===== config.mk =====
export PLATFORM = sky130hd
export DESIGN_NAME = wwvb_frame_encoder_unit_flat
export DESIGN_NICKNAME = d
export VERILOG_FILES = /design/src/hdl/wwvb_pkg.sv /design/src/hdl/wwvb_if.sv /design/src/hdl/wwvb_front.sv /design/src/hdl/wwvb_queue.sv /design/src/hdl/wwvb_back.sv /design/src/hdl/wwvb_frame_encoder_unit.sv /design/src/flat_wrapper.sv
export SDC_FILE = /design/constraint.sdc
export NUM_CORES = 1
export LEC_CHECK = 0
export BUFFER_PORTS_ARGS = -buffer_cell sky130_fd_sc_hd__buf_4
export CORE_MARGIN = 5
export CORE_UTILIZATION = 65
export CTS_BUF_LIST = sky130_fd_sc_hd__clkbuf_16
export DETAILED_ROUTE_END_ITERATION = 16
export PLACE_DENSITY = 0.89
export REMOVE_ABC_BUFFERS = 1
export SYNTH_ARGS = -nofsm -noshare
export SYNTH_HDL_FRONTEND = slang
export SYNTH_HIERARCHICAL = 1
export SYNTH_SLANG_ARGS = --single-unit

===== constraint.sdc =====
create_clock -name clk -period 11.8 [get_ports clk]
set_input_delay 0.59 -clock clk [delete_from_list [all_inputs] [get_ports clk]]
set_output_delay 0.59 -clock clk [all_outputs]
set_load 0.005 [all_outputs]

===== src/hdl/wwvb_pkg.sv =====
// wwvb_pkg: shared types, constants and helper functions for the wwvb frame encoder
// no dependencies; imported by the interfaces and every rtl module
`default_nettype none

package wwvb_pkg;

  localparam int unsigned FRAME_LEN = 60;
  localparam int unsigned POS_W     = 6;
  localparam int unsigned DOY_W     = 9;

  // frame symbol codes
  typedef enum logic [1:0] {
    SYM_ZERO = 2'd0,
    SYM_ONE  = 2'd1,
    SYM_MARK = 2'd2
  } sym_t;

  // data bits of one frame, one flag per second (markers are added by the back end)
  typedef logic [FRAME_LEN-1:0] frame_bits_t;

  // queue status seen by the front and back ends
  typedef struct packed {
    logic empty;
    logic full;
  } q_stat_t;

  // cumulative days before the start of each month, normal and leap rows
  function automatic logic [DOY_W-1:0] cum_days(input logic leap, input logic [3:0] month);
    logic [DOY_W-1:0] d;
    begin
      case (month)
        4'd2:    d = 9'd31;
        4'd3:    d = leap ? 9'd60  : 9'd59;
        4'd4:    d = leap ? 9'd91  : 9'd90;
        4'd5:    d = leap ? 9'd121 : 9'd120;
        4'd6:    d = leap ? 9'd152 : 9'd151;
        4'd7:    d = leap ? 9'd182 : 9'd181;
        4'd8:    d = leap ? 9'd213 : 9'd212;
        4'd9:    d = leap ? 9'd244 : 9'd243;
        4'd10:   d = leap ? 9'd274 : 9'd273;
        4'd11:   d = leap ? 9'd305 : 9'd304;
        4'd12:   d = leap ? 9'd335 : 9'd334;
        default: d = 9'd0;
      endcase
      return d;
    end
  endfunction

  // tens digit of a value below 100, by parallel compares
  function automatic logic [3:0] tens_of(input logic [6:0] v);
    logic [3:0] t;
    begin
      t = 4'd0;
      for (int k = 1; k < 10; k++) begin
        if (v >= 7'(10 * k)) t = 4'(k);
      end
      return t;
    end
  endfunction

  // true at the fixed marker seconds
  function automatic logic is_marker(input logic [POS_W-1:0] pos);
    begin
      return (pos == 6'd0)  || (pos == 6'd9)  || (pos == 6'd19) || (pos == 6'd29) ||
             (pos == 6'd39) || (pos == 6'd49) || (pos == 6'd59);
    end
  endfunction

endpackage

`default_nettype wire


===== src/hdl/wwvb_if.sv =====
// wwvb_in_if / wwvb_out_if: valid-ready channels for time items and frame symbols
// depends on wwvb_pkg
`default_nettype none

interface wwvb_in_if;
  import wwvb_pkg::*;
  logic       valid;
  logic       ready;
  logic [5:0] minute;
  logic [4:0] hour;
  logic [4:0] day;
  logic [3:0] month;
  logic [6:0] year;

  modport source (output valid, output minute, output hour, output day, output month,
                  output year, input ready);
  modport sink   (input valid, input minute, input hour, input day, input month,
                  input year, output ready);
endinterface

interface wwvb_out_if;
  import wwvb_pkg::*;
  logic             valid;
  logic             ready;
  logic [1:0]       symbol;
  logic [POS_W-1:0] position;
  logic             last;

  modport source (output valid, output symbol, output position, output last, input ready);
  modport sink   (input valid, input symbol, input position, input last, output ready);
endinterface

`default_nettype wire


===== src/hdl/wwvb_front.sv =====
// wwvb_front: accepts time items, clamps fields, builds day of year and the frame bit word
// depends on wwvb_pkg; feeds wwvb_queue
`default_nettype none

module wwvb_front (
  input  wire logic                  clk,
  input  wire logic                  rst_n,
  input  wire logic                  in_valid,
  output logic                       in_ready,
  input  wire logic [5:0]            in_minute,
  input  wire logic [4:0]            in_hour,
  input  wire logic [4:0]            in_day,
  input  wire logic [3:0]            in_month,
  input  wire logic [6:0]            in_year,
  input  wire wwvb_pkg::q_stat_t     q_stat,
  output logic                       q_push,
  output wwvb_pkg::frame_bits_t      q_data
);
  import wwvb_pkg::*;

  logic             s_v_r, s_v_nxt;
  logic [5:0]       s_min_r;
  logic [4:0]       s_hr_r;
  logic [6:0]       s_yr_r;
  logic             s_leap_r;
  logic [DOY_W-1:0] s_doy_r;

  logic [5:0]       c_min;
  logic [4:0]       c_hr, c_day;
  logic [3:0]       c_mon;
  logic [6:0]       c_yr;
  logic             c_leap;
  logic             in_fire;

  // saturate out-of-range fields
  always_comb begin
    c_min  = (in_minute > 6'd59) ? 6'd59 : in_minute;
    c_hr   = (in_hour > 5'd23) ? 5'd23 : in_hour;
    c_day  = (in_day == 5'd0) ? 5'd1 : in_day;
    c_mon  = (in_month == 4'd0) ? 4'd1 : ((in_month > 4'd12) ? 4'd12 : in_month);
    c_yr   = (in_year > 7'd99) ? 7'd99 : in_year;
    c_leap = (c_yr[1:0] == 2'b00);
  end

  assign q_push   = s_v_r && !q_stat.full;
  assign in_ready = !s_v_r || !q_stat.full;
  assign in_fire  = in_valid && in_ready;

  always_comb begin
    s_v_nxt = s_v_r;
    if (in_fire) begin
      s_v_nxt = 1'b1;
    end else if (q_push) begin
      s_v_nxt = 1'b0;
    end
  end

  // stage register: valid flag
  always_ff @(posedge clk) begin
    if (!rst_n) begin
      s_v_r <= 1'b0;
    end else begin
      s_v_r <= s_v_nxt;
    end
  end

  // stage register: clamped fields and day of year
  always_ff @(posedge clk) begin
    if (in_fire) begin
      s_min_r  <= c_min;
      s_hr_r   <= c_hr;
      s_yr_r   <= c_yr;
      s_leap_r <= c_leap;
      s_doy_r  <= cum_days(c_leap, c_mon) + DOY_W'(c_day);
    end
  end

  // bcd digits
  logic [3:0]       mt, mu, ht, hu, dt, du, yt, yu;
  logic [1:0]       dh;
  logic [DOY_W-1:0] d_rem;

  always_comb begin
    mt = tens_of({1'b0, s_min_r});
    mu = 4'(s_min_r - ({2'b00, mt} * 6'd10));
    ht = tens_of({2'b00, s_hr_r});
    hu = 4'(s_hr_r - ({1'b0, ht} * 5'd10));
    yt = tens_of(s_yr_r);
    yu = 4'(s_yr_r - ({3'b000, yt} * 7'd10));
    if (s_doy_r >= 9'd300) begin
      dh = 2'd3;
      d_rem = s_doy_r - 9'd300;
    end else if (s_doy_r >= 9'd200) begin
      dh = 2'd2;
      d_rem = s_doy_r - 9'd200;
    end else if (s_doy_r >= 9'd100) begin
      dh = 2'd1;
      d_rem = s_doy_r - 9'd100;
    end else begin
      dh = 2'd0;
      d_rem = s_doy_r;
    end
    dt = tens_of(d_rem[6:0]);
    du = 4'(d_rem[6:0] - ({3'b000, dt} * 7'd10));
  end

  // place weighted bcd bits at their seconds
  always_comb begin
    q_data = '0;
    q_data[1]  = mt[2]; q_data[2]  = mt[1]; q_data[3]  = mt[0];
    q_data[5]  = mu[3]; q_data[6]  = mu[2]; q_data[7]  = mu[1]; q_data[8]  = mu[0];
    q_data[12] = ht[1]; q_data[13] = ht[0];
    q_data[15] = hu[3]; q_data[16] = hu[2]; q_data[17] = hu[1]; q_data[18] = hu[0];
    q_data[22] = dh[1]; q_data[23] = dh[0];
    q_data[25] = dt[3]; q_data[26] = dt[2]; q_data[27] = dt[1]; q_data[28] = dt[0];
    q_data[30] = du[3]; q_data[31] = du[2]; q_data[32] = du[1]; q_data[33] = du[0];
    q_data[45] = yt[3]; q_data[46] = yt[2]; q_data[47] = yt[1]; q_data[48] = yt[0];
    q_data[50] = yu[3]; q_data[51] = yu[2]; q_data[52] = yu[1]; q_data[53] = yu[0];
    q_data[55] = s_leap_r;
  end

endmodule

`default_nettype wire


===== src/hdl/wwvb_queue.sv =====
// wwvb_queue: two-entry first-word-fall-through queue of frame bit words
// depends on wwvb_pkg; sits between wwvb_front and wwvb_back
`default_nettype none

module wwvb_queue (
  input  wire logic                  clk,
  input  wire logic                  rst_n,
  input  wire logic                  push,
  input  wire wwvb_pkg::frame_bits_t wr_data,
  input  wire logic                  pop,
  output wwvb_pkg::frame_bits_t      rd_data,
  output wwvb_pkg::q_stat_t          stat
);
  import wwvb_pkg::*;

  frame_bits_t mem_r [2];
  logic        wr_ptr_r, wr_ptr_nxt;
  logic        rd_ptr_r, rd_ptr_nxt;
  logic [1:0]  cnt_r, cnt_nxt;

  assign stat.empty = (cnt_r == 2'd0);
  assign stat.full  = (cnt_r == 2'd2);
  assign rd_data    = mem_r[rd_ptr_r];

  // pointer and count update
  always_comb begin
    wr_ptr_nxt = push ? ~wr_ptr_r : wr_ptr_r;
    rd_ptr_nxt = pop ? ~rd_ptr_r : rd_ptr_r;
    cnt_nxt    = cnt_r + 2'(push) - 2'(pop);
  end

  always_ff @(posedge clk) begin
    if (!rst_n) begin
      wr_ptr_r <= 1'b0;
      rd_ptr_r <= 1'b0;
      cnt_r    <= 2'd0;
    end else begin
      wr_ptr_r <= wr_ptr_nxt;
      rd_ptr_r <= rd_ptr_nxt;
      cnt_r    <= cnt_nxt;
    end
  end

  // storage
  always_ff @(posedge clk) begin
    if (push) begin
      mem_r[wr_ptr_r] <= wr_data;
    end
  end

endmodule

`default_nettype wire


===== src/hdl/wwvb_back.sv =====
// wwvb_back: serializes one frame word into 60 symbols through an output register
// depends on wwvb_pkg; reads from wwvb_queue
`default_nettype none

module wwvb_back (
  input  wire logic                  clk,
  input  wire logic                  rst_n,
  input  wire wwvb_pkg::q_stat_t     q_stat,
  input  wire wwvb_pkg::frame_bits_t q_data,
  output logic                       q_pop,
  output logic                       out_valid,
  input  wire logic                  out_ready,
  output logic [1:0]                 out_symbol,
  output logic [wwvb_pkg::POS_W-1:0] out_position,
  output logic                       out_last
);
  import wwvb_pkg::*;

  localparam logic [POS_W-1:0] LAST_POS = POS_W'(FRAME_LEN - 1);

  logic             act_r, act_nxt;
  logic [POS_W-1:0] pos_r, pos_nxt;
  frame_bits_t      word_r;
  logic             ov_r, ov_nxt;
  sym_t             sym_r, sym_nxt;
  logic [POS_W-1:0] opos_r, opos_nxt;
  logic             olast_r, olast_nxt;
  logic             adv;

  // output register is free or being drained
  assign adv   = !ov_r || out_ready;
  assign q_pop = adv && !act_r && !q_stat.empty;

  always_comb begin
    act_nxt   = act_r;
    pos_nxt   = pos_r;
    ov_nxt    = ov_r && !out_ready;
    sym_nxt   = sym_r;
    opos_nxt  = opos_r;
    olast_nxt = olast_r;
    if (adv && act_r) begin
      // emit the symbol for the current second
      ov_nxt    = 1'b1;
      opos_nxt  = pos_r;
      olast_nxt = (pos_r == LAST_POS);
      if (is_marker(pos_r)) begin
        sym_nxt = SYM_MARK;
      end else if (word_r[pos_r]) begin
        sym_nxt = SYM_ONE;
      end else begin
        sym_nxt = SYM_ZERO;
      end
      pos_nxt = pos_r + 1'b1;
      if (pos_r == LAST_POS) begin
        act_nxt = 1'b0;
      end
    end else if (q_pop) begin
      // start a new frame: second zero is always a marker
      ov_nxt    = 1'b1;
      opos_nxt  = '0;
      olast_nxt = 1'b0;
      sym_nxt   = SYM_MARK;
      pos_nxt   = POS_W'(1);
      act_nxt   = 1'b1;
    end
  end

  always_ff @(posedge clk) begin
    if (!rst_n) begin
      act_r <= 1'b0;
      ov_r  <= 1'b0;
    end else begin
      act_r <= act_nxt;
      ov_r  <= ov_nxt;
    end
  end

  // payload registers
  always_ff @(posedge clk) begin
    pos_r   <= pos_nxt;
    sym_r   <= sym_nxt;
    opos_r  <= opos_nxt;
    olast_r <= olast_nxt;
    if (q_pop) begin
      word_r <= q_data;
    end
  end

  assign out_valid    = ov_r;
  assign out_symbol   = sym_r;
  assign out_position = opos_r;
  assign out_last     = olast_r;

endmodule

`default_nettype wire


===== src/hdl/wwvb_frame_encoder_unit.sv =====
// wwvb_frame_encoder_unit: wwvb minute frame encoder top level
// depends on wwvb_pkg, wwvb_if, wwvb_front, wwvb_queue, wwvb_back
//
// usage:
//   in_ch takes one utc time item per beat (minute, hour, day, month, two-digit
//   year); out fields beyond their range are saturated. out_ch gives the 60 symbols
//   of the matching frame in second order, one beat each, with last on second 59.
//   an accepted item passes the front stage, the queue and the output register
//   before its first symbol is shown. each item gives one frame of 60 beats; the
//   back end serializer emits one symbol per cycle while out_ch does not stall,
//   and frames follow each other back to back once the next item is queued.
//   the front stage and a two-entry queue hold up to three items ahead of the
//   frame being sent, so in_ch keeps accepting while a frame is in flight.
//   when out_ch stalls, the output register holds its beat and the serializer
//   waits; in_ch drops ready once the front stage and the queue are full.
//   reset (rst_n low, synchronous) empties the stage, queue and output register;
//   no partial frame is sent afterwards.
`default_nettype none

module wwvb_frame_encoder_unit (
  input wire logic clk,
  input wire logic rst_n,
  wwvb_in_if.sink  in_ch,
  wwvb_out_if.source out_ch
);
  import wwvb_pkg::*;

  q_stat_t     q_stat;
  logic        q_push, q_pop;
  frame_bits_t q_wdata, q_rdata;

  wwvb_front u_front (
    .clk       (clk),
    .rst_n     (rst_n),
    .in_valid  (in_ch.valid),
    .in_ready  (in_ch.ready),
    .in_minute (in_ch.minute),
    .in_hour   (in_ch.hour),
    .in_day    (in_ch.day),
    .in_month  (in_ch.month),
    .in_year   (in_ch.year),
    .q_stat    (q_stat),
    .q_push    (q_push),
    .q_data    (q_wdata)
  );

  wwvb_queue u_queue (
    .clk     (clk),
    .rst_n   (rst_n),
    .push    (q_push),
    .wr_data (q_wdata),
    .pop     (q_pop),
    .rd_data (q_rdata),
    .stat    (q_stat)
  );

  wwvb_back u_back (
    .clk          (clk),
    .rst_n        (rst_n),
    .q_stat       (q_stat),
    .q_data       (q_rdata),
    .q_pop        (q_pop),
    .out_valid    (out_ch.valid),
    .out_ready    (out_ch.ready),
    .out_symbol   (out_ch.symbol),
    .out_position (out_ch.position),
    .out_last     (out_ch.last)
  );

endmodule

`default_nettype wire


===== src/flat_wrapper.sv =====
// flat-port wrapper written by rule: the top's interface ports become plain ports
module wwvb_frame_encoder_unit_flat import wwvb_pkg::*;
  (clk, rst_n, in_ch_valid, in_ch_minute, in_ch_hour, in_ch_day, in_ch_month, in_ch_year, in_ch_ready, out_ch_valid, out_ch_symbol, out_ch_position, out_ch_last, out_ch_ready);
  wwvb_in_if in_ch_i ();
  wwvb_out_if out_ch_i ();
  input wire logic clk;
  input wire logic rst_n;
  input wire logic [$bits(in_ch_i.valid)-1:0] in_ch_valid;
  input wire logic [$bits(in_ch_i.minute)-1:0] in_ch_minute;
  input wire logic [$bits(in_ch_i.hour)-1:0] in_ch_hour;
  input wire logic [$bits(in_ch_i.day)-1:0] in_ch_day;
  input wire logic [$bits(in_ch_i.month)-1:0] in_ch_month;
  input wire logic [$bits(in_ch_i.year)-1:0] in_ch_year;
  output wire logic [$bits(in_ch_i.ready)-1:0] in_ch_ready;
  output wire logic [$bits(out_ch_i.valid)-1:0] out_ch_valid;
  output wire logic [$bits(out_ch_i.symbol)-1:0] out_ch_symbol;
  output wire logic [$bits(out_ch_i.position)-1:0] out_ch_position;
  output wire logic [$bits(out_ch_i.last)-1:0] out_ch_last;
  input wire logic [$bits(out_ch_i.ready)-1:0] out_ch_ready;
  assign in_ch_i.valid = in_ch_valid;
  assign in_ch_i.minute = in_ch_minute;
  assign in_ch_i.hour = in_ch_hour;
  assign in_ch_i.day = in_ch_day;
  assign in_ch_i.month = in_ch_month;
  assign in_ch_i.year = in_ch_year;
  assign in_ch_ready = in_ch_i.ready;
  assign out_ch_valid = out_ch_i.valid;
  assign out_ch_symbol = out_ch_i.symbol;
  assign out_ch_position = out_ch_i.position;
  assign out_ch_last = out_ch_i.last;
  assign out_ch_i.ready = out_ch_ready;
  wwvb_frame_encoder_unit u_core (.clk(clk), .rst_n(rst_n), .in_ch(in_ch_i), .out_ch(out_ch_i));
endmodule

==> results of run 1 <==
-- sequential cells by signal, indices dropped and copies added (netlist names), named ones only --
register / cells
u_core/u_front/s_leap_r: 1
u_core/u_front/s_yr_r: 7
u_core/u_queue/mem_r: 120
u_core/u_back/out_valid: 1
u_core/u_front/s_hr_r: 5
u_core/u_back/act_r: 1
u_core/u_front/s_v_r: 1
u_core/u_front/s_min_r: 6
u_core/u_back/pos_r: 6
u_core/u_queue/cnt_r: 2
u_core/u_front/s_doy_r: 9
u_core/u_back/out_symbol: 2
u_core/u_queue/rd_ptr_r: 1
u_core/u_back/out_last: 1
u_core/u_back/out_position: 6
u_core/u_back/word_r: 60
u_core/u_queue/wr_ptr_r: 1
-- cell families after synthesis --
family                     share of synthesized area [%]
DFF                                                61.61
and+or+nand+nor                                    7.712
AOI/OAI and AO/OA                                  7.386
buffers and inverters                              6.284
muxes                                              11.34
adders and majority gates                          3.463
xor gates and xnor gates                           2.170
other                                            0.03369
-- final cells by class --
| class | instances | area, um^2 | area share [%] |
|---|---|---|---|
| clock inverter | 18 | 82.58 | 0.6900 |
| inverter | 38 | 145.1 | 1.213 |
| tap | 220 | 275.3 | 2.300 |
| timing repair buffer | 46 | 345.3 | 2.886 |
| multi-input combinational | 449 | 3684 | 30.78 |
| sequential | 231 | 6860 | 57.32 |
| clock buffer | 23 | 575.6 | 4.809 |
-- cells in the final DEF (no fill, tap or decap), types with 8 or more instances in the layout --
cell type,Yosys,routed
clkbuf_16,0,23
inv_1,37,40
conb_1,1,28
mux2_4,62,62
clkinv_2,0,8
xor2_1,9,9
edfxtp_1,223,223
ha_1,22,22
a21oi_1,26,26
nor3_1,10,10
and2_1,13,12
nor2_1,48,48
buf_4,37,46
o21ai_0,24,24
xnor2_1,16,16
nand2b_1,16,16
nand2_1,32,32
nor2b_1,24,23
-- metrics by stage --
step | cell area (um^2) | util (%) | cells | hold slack, ns
floorplan | 10680 | - | 718 | 0.4215
global placement | 11310 | 67.72 | 984 | 0.4224
detailed placement | 11310 | 67.72 | 984 | 0.4402
CTS | 11970 | 71.66 | 1025 | 0.2642
global route | 11970 | 71.66 | 1025 | 0.2612
finish | 11970 | 71.66 | 1025 | 0.2860
-- power groups by stage --
stage	Combinational (uW)	Clock [uW]	Sequential, uW
detailed placement	706	0	1310
floorplan	545	0	1280
CTS	714	648	1300
global route	772	686	1320
global placement	668	0	1290
finish	715	633	1300
-- how the worst min path moves through the flow --
stage                                      startpoint  cells past startpoint                                      to
6_report                                in_ch_year[6]                      1  u_core/u_front/s_yr_r[6]$_SDFFCE_PP1P_
5_1_grt                                 in_ch_year[6]                      1  u_core/u_front/s_yr_r[6]$_SDFFCE_PP1P_
4_1_cts                                 in_ch_year[6]                      1  u_core/u_front/s_yr_r[6]$_SDFFCE_PP1P_
3_5_place_dp       u_core/u_front/s_yr_r[0]$_DFFE_PP_                      0   u_core/u_queue/mem_r[1][53]$_DFFE_PP_
3_3_place_gp        u_core/u_front/s_leap_r$_DFFE_PP_                      0   u_core/u_queue/mem_r[0][55]$_DFFE_PP_
2_1_floorplan  u_core/u_front/s_hr_r[0]$_SDFFCE_PN1P_                      0   u_core/u_queue/mem_r[0][18]$_DFFE_PP_
-- layer usage --
layer,routed length (um),vias to the layer above
li1,-,2809
met1,7270,2961
met2,10210,245
met3,1140,67
met4,586,0
met5,0,-
==> out/metrics.csv, run 1 <==
metric,value,unit
register bit total from synthesis,231,
Max Slew Vio Count,0,
"Reg clk slew, reported paths",0.06,ns
R2R cell count,15,
sw frac,29.31,%
GR Util All Layers,19.48,%
vias in the first global route,6305,
post-synthesis cell type with the largest combined area,edfxtp_1,
Levels on crit path,15,
mean post-synth cell area,14.57,um^2
placed wire-length estimate,11820,um
DR WL/cell,18.74,um
WP data required,12.03,ns
grt total ovfl,0,
met3 Usage GRT,2.878,%
ANT cells,0,
fillcell total,1038,
worst-path fanout max,11,
Tcrit/Tclk final,39.16,%
CP endpoint,u_core/u_queue/mem_r[1][30]$_DFFE_PP_,
Num CTS Buffers,23,
via/cell ratio,5.934,
Bufs and invs on worst path,1,
post-synthesis cell type count,74,
Residual DRC,0,
clock power share,24.0,%
clk_lat worst skew,0.50,ns
Post-synth ARST share,0,%
cell with the most instances after synthesis,edfxtp_1,
DRT Pass-1 Iters,5,
slew margin rel.,20.44,%
Reg2Reg Setup Slack,7.18,ns
die area,19840,um^2
Routability Congestion,0.9026,
"top cells by count, synth","edfxtp_1, mux2_4, nor2_1",
max incr delay on CP,0.52,ns
sw power,774.7,uW
pwr dens,220.9,nW/um^2
crit path time final,4.621,ns
Fmax achieved,216.4,MHz
CTS tree,built,
H-tree Lvls,1,
number of clock sinks,231,
dpl ws,7.269,ns
CTS max path bufs,3,
Worst R2R End,u_core/u_queue/mem_r[1][30]$_DFFE_PP_,
Netlist Area Pre-Place,11130,um^2
Syn Inst Count,764,
CP Cell Sequence,ha_1 -> or4b_1 -> a31oi_2 -> nor3_1 -> a221o_1 -> o22ai_1 -> nor2_1 -> a22o_1 -> a211oi_4 -> ha_1 -> inv_1 -> fa_1 -> xnor2_1 -> xnor2_1 -> xnor2_1,
sequential area share after synthesis,61.61,%
RSZ-0062 raised after global routing,no,
status,"complete, no violations",
setup slack after layout,7.179,ns
setup violators final,0,
share of cells above drive strength 1,20.75,%
P_leak,0.004500,uW
PnR Total Power,2644,uW
arrival time worst endpoint,4.85,ns
Ys Warns,6,
setup repair bufs after CTS,0,
Layout area overhead,7.532,%
setup_tns,0,ns
Reg power frac,49.0,%
Logic pwr share,27.0,%
met1 usage,22.58,%
Initial Util,66.64,%
cts repair resizes,0,
main area contributors after synthesis,"edfxtp_1, mux2_4, buf_4",
Int Power,1869,uW
"EDFF count, synth",223,
initial antenna violation count,0,
io pins,42,
Most used DFF post-synth,edfxtp_1,
reg2reg start,u_core/u_front/s_doy_r[2]$_DFFE_PP_,
ANT nets after route,0,
largest net degree at the start of global routing,62,
share of the synthesized area in the top cell type,60.17,%
critical path's top delay family,compound AO/OA/AOI/OAI gates,
IO Port Bufs,41,
worst clock skew,0.007590,ns
Slew @ Worst Pin,1.193,ns
die height,140.9,um
Hold Crit Class,input pin to flop,
Die X,140.9,um
VDD IR max,0.2107,mV
Final nets,846,
critical path class,flop to flop,
row cnt,47,
total number of vias,6082,
clk root buf,clkbuf_16,
cell mode on critical path,xnor2_1,
core area,16700,um^2
worst setup path start,u_core/u_front/s_doy_r[2]$_DFFE_PP_,
GRT busiest layer,met2,
"Slowest-stage cell, CP",a31oi_2,
met2 Use GR,36.79,%
1st-iter DRT viols,401,
WL final,19210,um
final hold violation count,0,
cts hold-fix bufs,0,
CP startpoint kind,flop,
element type at the critical path end,flop,
first-pass GRT wire length,31150,um
Max Cap Violations,0,
(Power assumes the default switching activity.)
==> run 2, diff against run 1 <==
CORE_UTILIZATION = 64   (was 65)
PLACE_DENSITY = 0.88   (was 0.89)
clock period = 4.7 ns   (was 11.8 ns; I/O delays follow)
==> run 2 against run 1 <==
Critical path depth is 2 higher. Critical endpoint unchanged. Core utilization decreased by 0.35 points. Count of clock-buffer cells in the layout rose by 1. Die area is 1.5% higher. Largest power group unchanged.
==> out/metrics.csv, run 2 (synthesis results as in run 1) <==
metric,value,unit
biggest regs,"u_core/u_queue/mem_r: 120 flops, u_core/u_back/word_r: 60 flops, u_core/u_front/s_doy_r: 9 flops",
most frequent cells in the layout,"edfxtp_1, mux2_4, buf_4",
row cnt,48,
WL final,19430,um
CP startpoint kind,flop,
fillcell total,1072,
vias in the first global route,6268,
die height,141.9,um
CTS max path bufs,3,
setup violators final,0,
via/cell ratio,5.873,
die area,20130,um^2
Slew @ Worst Pin,1.157,ns
Residual DRC,0,
grt total ovfl,0,
max reg flops,120,
clk_lat worst skew,0.52,ns
placed wire-length estimate,11820,um
Num CTS Buffers,24,
dpl ws,0.1230,ns
GR Util All Layers,19.34,%
Routability Congestion,0.8377,
"Reg clk slew, reported paths",0.06,ns
slew margin rel.,22.88,%
R2R cell count,17,
DRT Pass-1 Iters,8,
largest net degree at the start of global routing,62,
Hold Crit Class,input pin to flop,
share of cells above drive strength 1,20.58,%
setup slack after layout,0.1356,ns
final hold violation count,0,
pwr dens,561.5,nW/um^2
initial antenna violation count,0,
VDD IR max,0.3645,mV
arrival time worst endpoint,4.80,ns
P_leak,0.004615,uW
total number of vias,6143,
WP data required,4.93,ns
critical path class,flop to flop,
Fmax achieved,219.1,MHz
post-layout utilization of the core,71.31,%
ANT nets after route,0,
hold path cells,2,
Initial Util,64.79,%
Top reg by flops,u_core/u_queue/mem_r,
status,"complete, no violations",
ANT cells,0,
Tcrit/Tclk final,97.11,%
worst-path fanout max,8,
crit path time final,4.564,ns
CTS tree,built,
1st-iter DRT viols,448,
Final nets,864,
core area,17180,um^2
element type at the critical path end,flop,
first-pass GRT wire length,31130,um
IO Port Bufs,41,
Max Cap Violations,0,
"most common cell after layout, fill and taps aside",edfxtp_1,
number of clock sinks,231,
Max Slew Vio Count,0,
Die X,141.9,um
worst clock skew,0.02287,ns
io pins,42,
DR WL/cell,18.57,um
Layout area overhead,10.05,%
clk root buf,clkbuf_16,
H-tree Lvls,1,
[run 2: stage by stage]
step	power, uW	std cells	setup TNS, ns	cell area, um^2	hold slack (ns)
detailed placement	5052	989	0	11320	0.4322
global placement	4927	989	0	11320	0.4240
global route	7206	1046	-0.06398	12250	0.01204
floorplan	4581	718	0	10680	0.3339
CTS	6907	1043	0	12210	0.007743
finish	6877	1046	0	12250	0.02093
[run 2: report_power, final]
| part | switching [uW] | leakage, uW | total (uW) | internal (uW) |
|---|---|---|---|---|
| Combinational | 874 | 0.00208 | 1810 | 938 |
| Clock | 716 | 0.000387 | 1800 | 1080 |
| Sequential | 386 | 0.00215 | 3270 | 2880 |
[run 2: worst paths after layout]
kind                                       start                                endpoint  slack, ns
max          u_core/u_front/s_doy_r[3]$_DFFE_PP_   u_core/u_queue/mem_r[1][30]$_DFFE_PP_       0.14
min                                in_ch_hour[1]  u_core/u_front/s_hr_r[1]$_SDFFCE_PN1P_       0.02
max reg2reg  u_core/u_front/s_doy_r[3]$_DFFE_PP_   u_core/u_queue/mem_r[1][30]$_DFFE_PP_       0.14
min reg2reg   u_core/u_front/s_yr_r[0]$_DFFE_PP_   u_core/u_queue/mem_r[1][53]$_DFFE_PP_       0.45
[run 2: layer usage]
layer | vias up | GRT usage, % | wire length [um]
met5 | - | 0 | 0
li1 | 2848 | - | -
met3 | 72 | 3.370 | 1113
met2 | 247 | 35.37 | 10160
met4 | 0 | 7.374 | 766
met1 | 2976 | 22.70 | 7380
[run 2: what timing repair did]
| item | in CTS | in global routing |
|---|---|---|
| hold buffers | 14 | 0 |
| gates resized for setup | 0 | 2 |
| setup endpoints to repair | 0 | 2 |
| endpoints found under the hold margin | 18 | 0 |
| setup buffers | 0 | 3 |
[run 2: critical path: stages (launching register included)]
cell and delay (ns):
edfxtp_1 0.49, inv_1 0.19, ha_1 0.22, nand2b_1 0.12, a221oi_4 0.46, inv_4 0.10
a21oi_1 0.35, a221o_1 0.26, nor2_1 0.13, o211a_1 0.25, o211a_1 0.25, a211oi_4 0.32
ha_1 0.22, inv_1 0.06, fa_1 0.38, xnor2_1 0.21, xnor2_1 0.18, xnor2_1 0.13
[run 2: final cells by class]
| type | instances | area, um^2 | area share (%) |
|---|---|---|---|
| clock buffers | 24 | 600.6 | 4.903 |
| multi-input cells | 449 | 3699 | 30.20 |
| clock inverters | 16 | 153.9 | 1.257 |
| well taps | 225 | 281.5 | 2.298 |
| flip-flops and latches | 231 | 6860 | 56.01 |
| repair buffers | 63 | 508.0 | 4.148 |
| inverters | 38 | 145.1 | 1.185 |
==> run 3, diff against run 2 <==
CORE_UTILIZATION = 61   (was 64)
GPL_TIMING_DRIVEN = 0   (was default)
PLACE_DENSITY = 0.86   (was 0.88)
SYNTH_HIERARCHICAL = default   (was 1)
TNS_END_PERCENT = 10   (was default)
==> run 3 against run 2 <==
Count of clock-buffer cells in the layout is 7 lower. Synthesized cell count decreased by 20%. Cell count down 22%. Combinational power decreased by 28%. First-iteration DRC count unchanged. Register-to-register slack better by 0.12 ns. Global-route usage is 0.51 points higher. Sequential share of layout area shrank 5.3 points. Non-clock buffer count fell by 13. Power decreased by 32%. Sequential power fell by 34%. Critical endpoint is now u_core.u_queue.mem_r[0][19]$_DFFE_PP_. Largest cell class unchanged. Largest power group unchanged. Highest routed layer unchanged.
==> out/metrics.csv, run 3 <==
metric,value,unit
status,"complete, no violations",
RSZ-0062 raised after global routing,no,
DR WL/cell,16.67,um
mean post-synth cell area,12.33,um^2
Residual DRC,0,
most frequent cells in the layout,"edfxtp_1, nor2_1, inv_1",
multiplexer share of the synthesized area,6.618,%
Post-synth ARST share,0,%
IO Port Bufs,41,
worst-path fanout max,12,
WL final,13690,um
Tcrit/Tclk final,94.61,%
ANT cells,0,
Simple-Gate Fraction of Synth Area,10.72,%
Initial Util,62.23,%
"top cells by count, synth","edfxtp_1, nor2_1, inv_1",
arrival time worst endpoint,4.60,ns
"most common cell after layout, fill and taps aside",edfxtp_1,
die height,120.9,um
setup violators final,0,
cts repair resizes,0,
Hold Crit Class,input pin to flop,
1st-iter DRT viols,448,
main area contributors after synthesis,"edfxtp_1, mux2_2, ha_1",
Most used DFF post-synth,edfxtp_1,
Die X,120.9,um
crit path time final,4.447,ns
post-synthesis cell type count,84,
critical path's top delay family,compound AO/OA/AOI/OAI gates,
Max Cap Violations,0,
Reg2Reg Setup Slack,0.25,ns
GR Util All Layers,19.85,%
setup slack after layout,0.2531,ns
Compound-Gate Fraction of Synth Area,13.25,%
hold path cells,2,
placed wire-length estimate,9187,um
Final nets,697,
Fmax achieved,224.9,MHz
initial antenna violation count,0,
max reg flops,64,
CTS max path bufs,2,
die area,14620,um^2
Ys Warns,0,
CTS tree,built,
cell with the most instances after synthesis,edfxtp_1,
CP endpoint,u_core.u_queue.mem_r[0][19]$_DFFE_PP_,
number of clock sinks,146,
P_leak,0.003153,uW
fillcell total,764,
Synth Area in Adders,4.967,%
Layout Cells excl Fill,821,
Num CTS Buffers,17,
grt total ovfl,0,
DRT Pass-1 Iters,5,
Slew @ Worst Pin,1.025,ns
max incr delay on CP,0.58,ns
pwr dens,545.6,nW/um^2
"Reg clk slew, reported paths",0.06,ns
row cnt,40,
ANT nets after route,0,
total number of vias,4869,
share of the synthesized area in the top cell type,55.61,%
worst setup path start,u_core.u_front.s_doy_r[4]$_DFFE_PP_,
Levels on crit path,16,
share of cells above drive strength 1,20.21,%
Layout area overhead,13.39,%
critical path class,flop to flop,
core area,12060,um^2
via/cell ratio,5.931,
vias in the first global route,4856,
largest net degree at the start of global routing,34,
largest family of logic cells by synthesized area,compound AO/OA/AOI/OAI gates,
clk root buf,clkbuf_16,
"Slowest-stage cell, CP",edfxtp_1,
Max Slew Vio Count,0,
CP startpoint kind,flop,
slew margin rel.,31.27,%
biggest regs,"u_core.u_queue.mem_r: 64 flops, u_core.u_back.word_r: 32 flops, u_core.u_front.s_doy_r: 9 flops",
clk_lat worst skew,0.42,ns
cell mode on critical path,xnor2_1,
first-pass GRT wire length,22870,um
final hold violation count,0,
Routability Congestion,0.8795,
VDD IR max,0.3380,mV
H-tree Lvls,4,
R2R cell count,16,
Bufs and invs on worst path,3,
Top reg by flops,u_core.u_queue.mem_r,
placed cells,783,
worst clock skew,0.008743,ns
Netlist Area Pre-Place,7506,um^2
CP Cell Sequence,inv_1 -> ha_1 -> or3b_4 -> o21ai_4 -> inv_2 -> o31ai_4 -> a21oi_2 -> nor4_4 -> a221oi_1 -> o211ai_2 -> ha_1 -> inv_1 -> fa_1 -> xnor2_1 -> xnor2_1 -> xnor2_1,
"EDFF count, synth",139,
io pins,42,
post-synthesis cell type with the largest combined area,edfxtp_1,
register bit total from synthesis,146,
Worst R2R End,u_core.u_queue.mem_r[0][19]$_DFFE_PP_,
Synth Area in XOR/XNOR,2.684,%
WP data required,4.85,ns
sequential area share after synthesis,57.48,%
dpl ws,0.2849,ns
element type at the critical path end,flop,
reg2reg start,u_core.u_front.s_doy_r[4]$_DFFE_PP_,
Syn Inst Count,609,
## run 3: changes by cell type in the layout (fill, tap and decap cells not counted), moves of 7 or more
cell / change
mux2_2: +28
mux2_4: -62
nor2b_1: -16
clkbuf_16: -7
conb_1: -28
dlygate4sd3_1: -8
nand2_1: -7
buf_4: -7
edfxtp_1: -84
## run 3: area by class of cell
type	instances	area, um^2	share of cell area (%)
inverters	45	168.9	1.985
flip-flops and latches	146	4315	50.71
repair buffers	50	410.4	4.822
clock buffers	17	425.4	4.999
multi-input cells	380	2885	33.90
clock inverters	15	95.09	1.117
well taps	168	210.2	2.470
## run 3: worst min path at each step
stage,startpoint,end,slack [ns]
3_3_place_gp,u_core.u_front.s_leap_r$_DFFE_PP_,u_core.u_queue.mem_r[0][31]$_DFFE_PP_,0.43
5_1_grt,in_ch_hour[1],u_core.u_front.s_hr_r[1]$_SDFFCE_PN1P_,0.07
4_1_cts,in_ch_hour[1],u_core.u_front.s_hr_r[1]$_SDFFCE_PN1P_,0.06
6_report,in_ch_minute[1],u_core.u_front.s_min_r[1]$_SDFFCE_PN1P_,0.08
2_1_floorplan,in_ch_hour[4],u_core.u_front.s_hr_r[4]$_SDFFCE_PN1P_,0.33
3_5_place_dp,u_core.u_front.s_leap_r$_DFFE_PP_,u_core.u_queue.mem_r[1][31]$_DFFE_PP_,0.43
## run 3: metal layers
metal	wire length, um	global-route usage (%)	up-vias	part of all wire (%)
met2	7408	35.71	158	54
met3	580	4.569	31	4.2
met5	0	0	-	0
met1	5354	22.67	2353	39
li1	-	-	2327	-
met4	341	8.215	0	2.5
## run 3: kinds of logic after synthesis
logic type,after synthesis
fa+ha+maj,27
flops,146
mux,44
simple gates,151
compound gates,135
xor+xnor,23
buf+inv,83
## run 3: report_power, final
part / total, uW / internal [uW] / leakage [uW] / switching, uW
clock network: 1170 / 666 / 0.000253 / 508
registers: 2160 / 1890 / 0.00137 / 278
logic: 1310 / 601 / 0.00153 / 705
## run 3: what timing repair did
item                                   in CTS  in global routing
buffers inserted                            0                  0
hold buffers                                6                  0
endpoints found under the hold margin       6                  0
## run 3: worst register-to-register path, delay by kind of cell (launching register included)
kind,cells,cell delay [ns]
buffers and inverters,3,0.42
AND/OR/NAND/NOR,2,0.78
AO/OA/AOI/OAI,5,1.11
adder cells (fa/ha/maj),3,0.84
flip-flops,1,0.58
XOR/XNOR,3,0.47
## run 3: through the flow
stage	TNS, ns	utilization (%)	hold slack, ns	instance area (um^2)	power [uW]
global route	0	70.56	0.06554	8511	4894
CTS	0	70.55	0.06359	8509	4666
detailed placement	0	65.74	0.4333	7929	3471
finish	0	70.56	0.07675	8511	4643
global placement	-5.350	65.26	0.4273	7871	3374
floorplan	0	-	0.3339	7353	3043
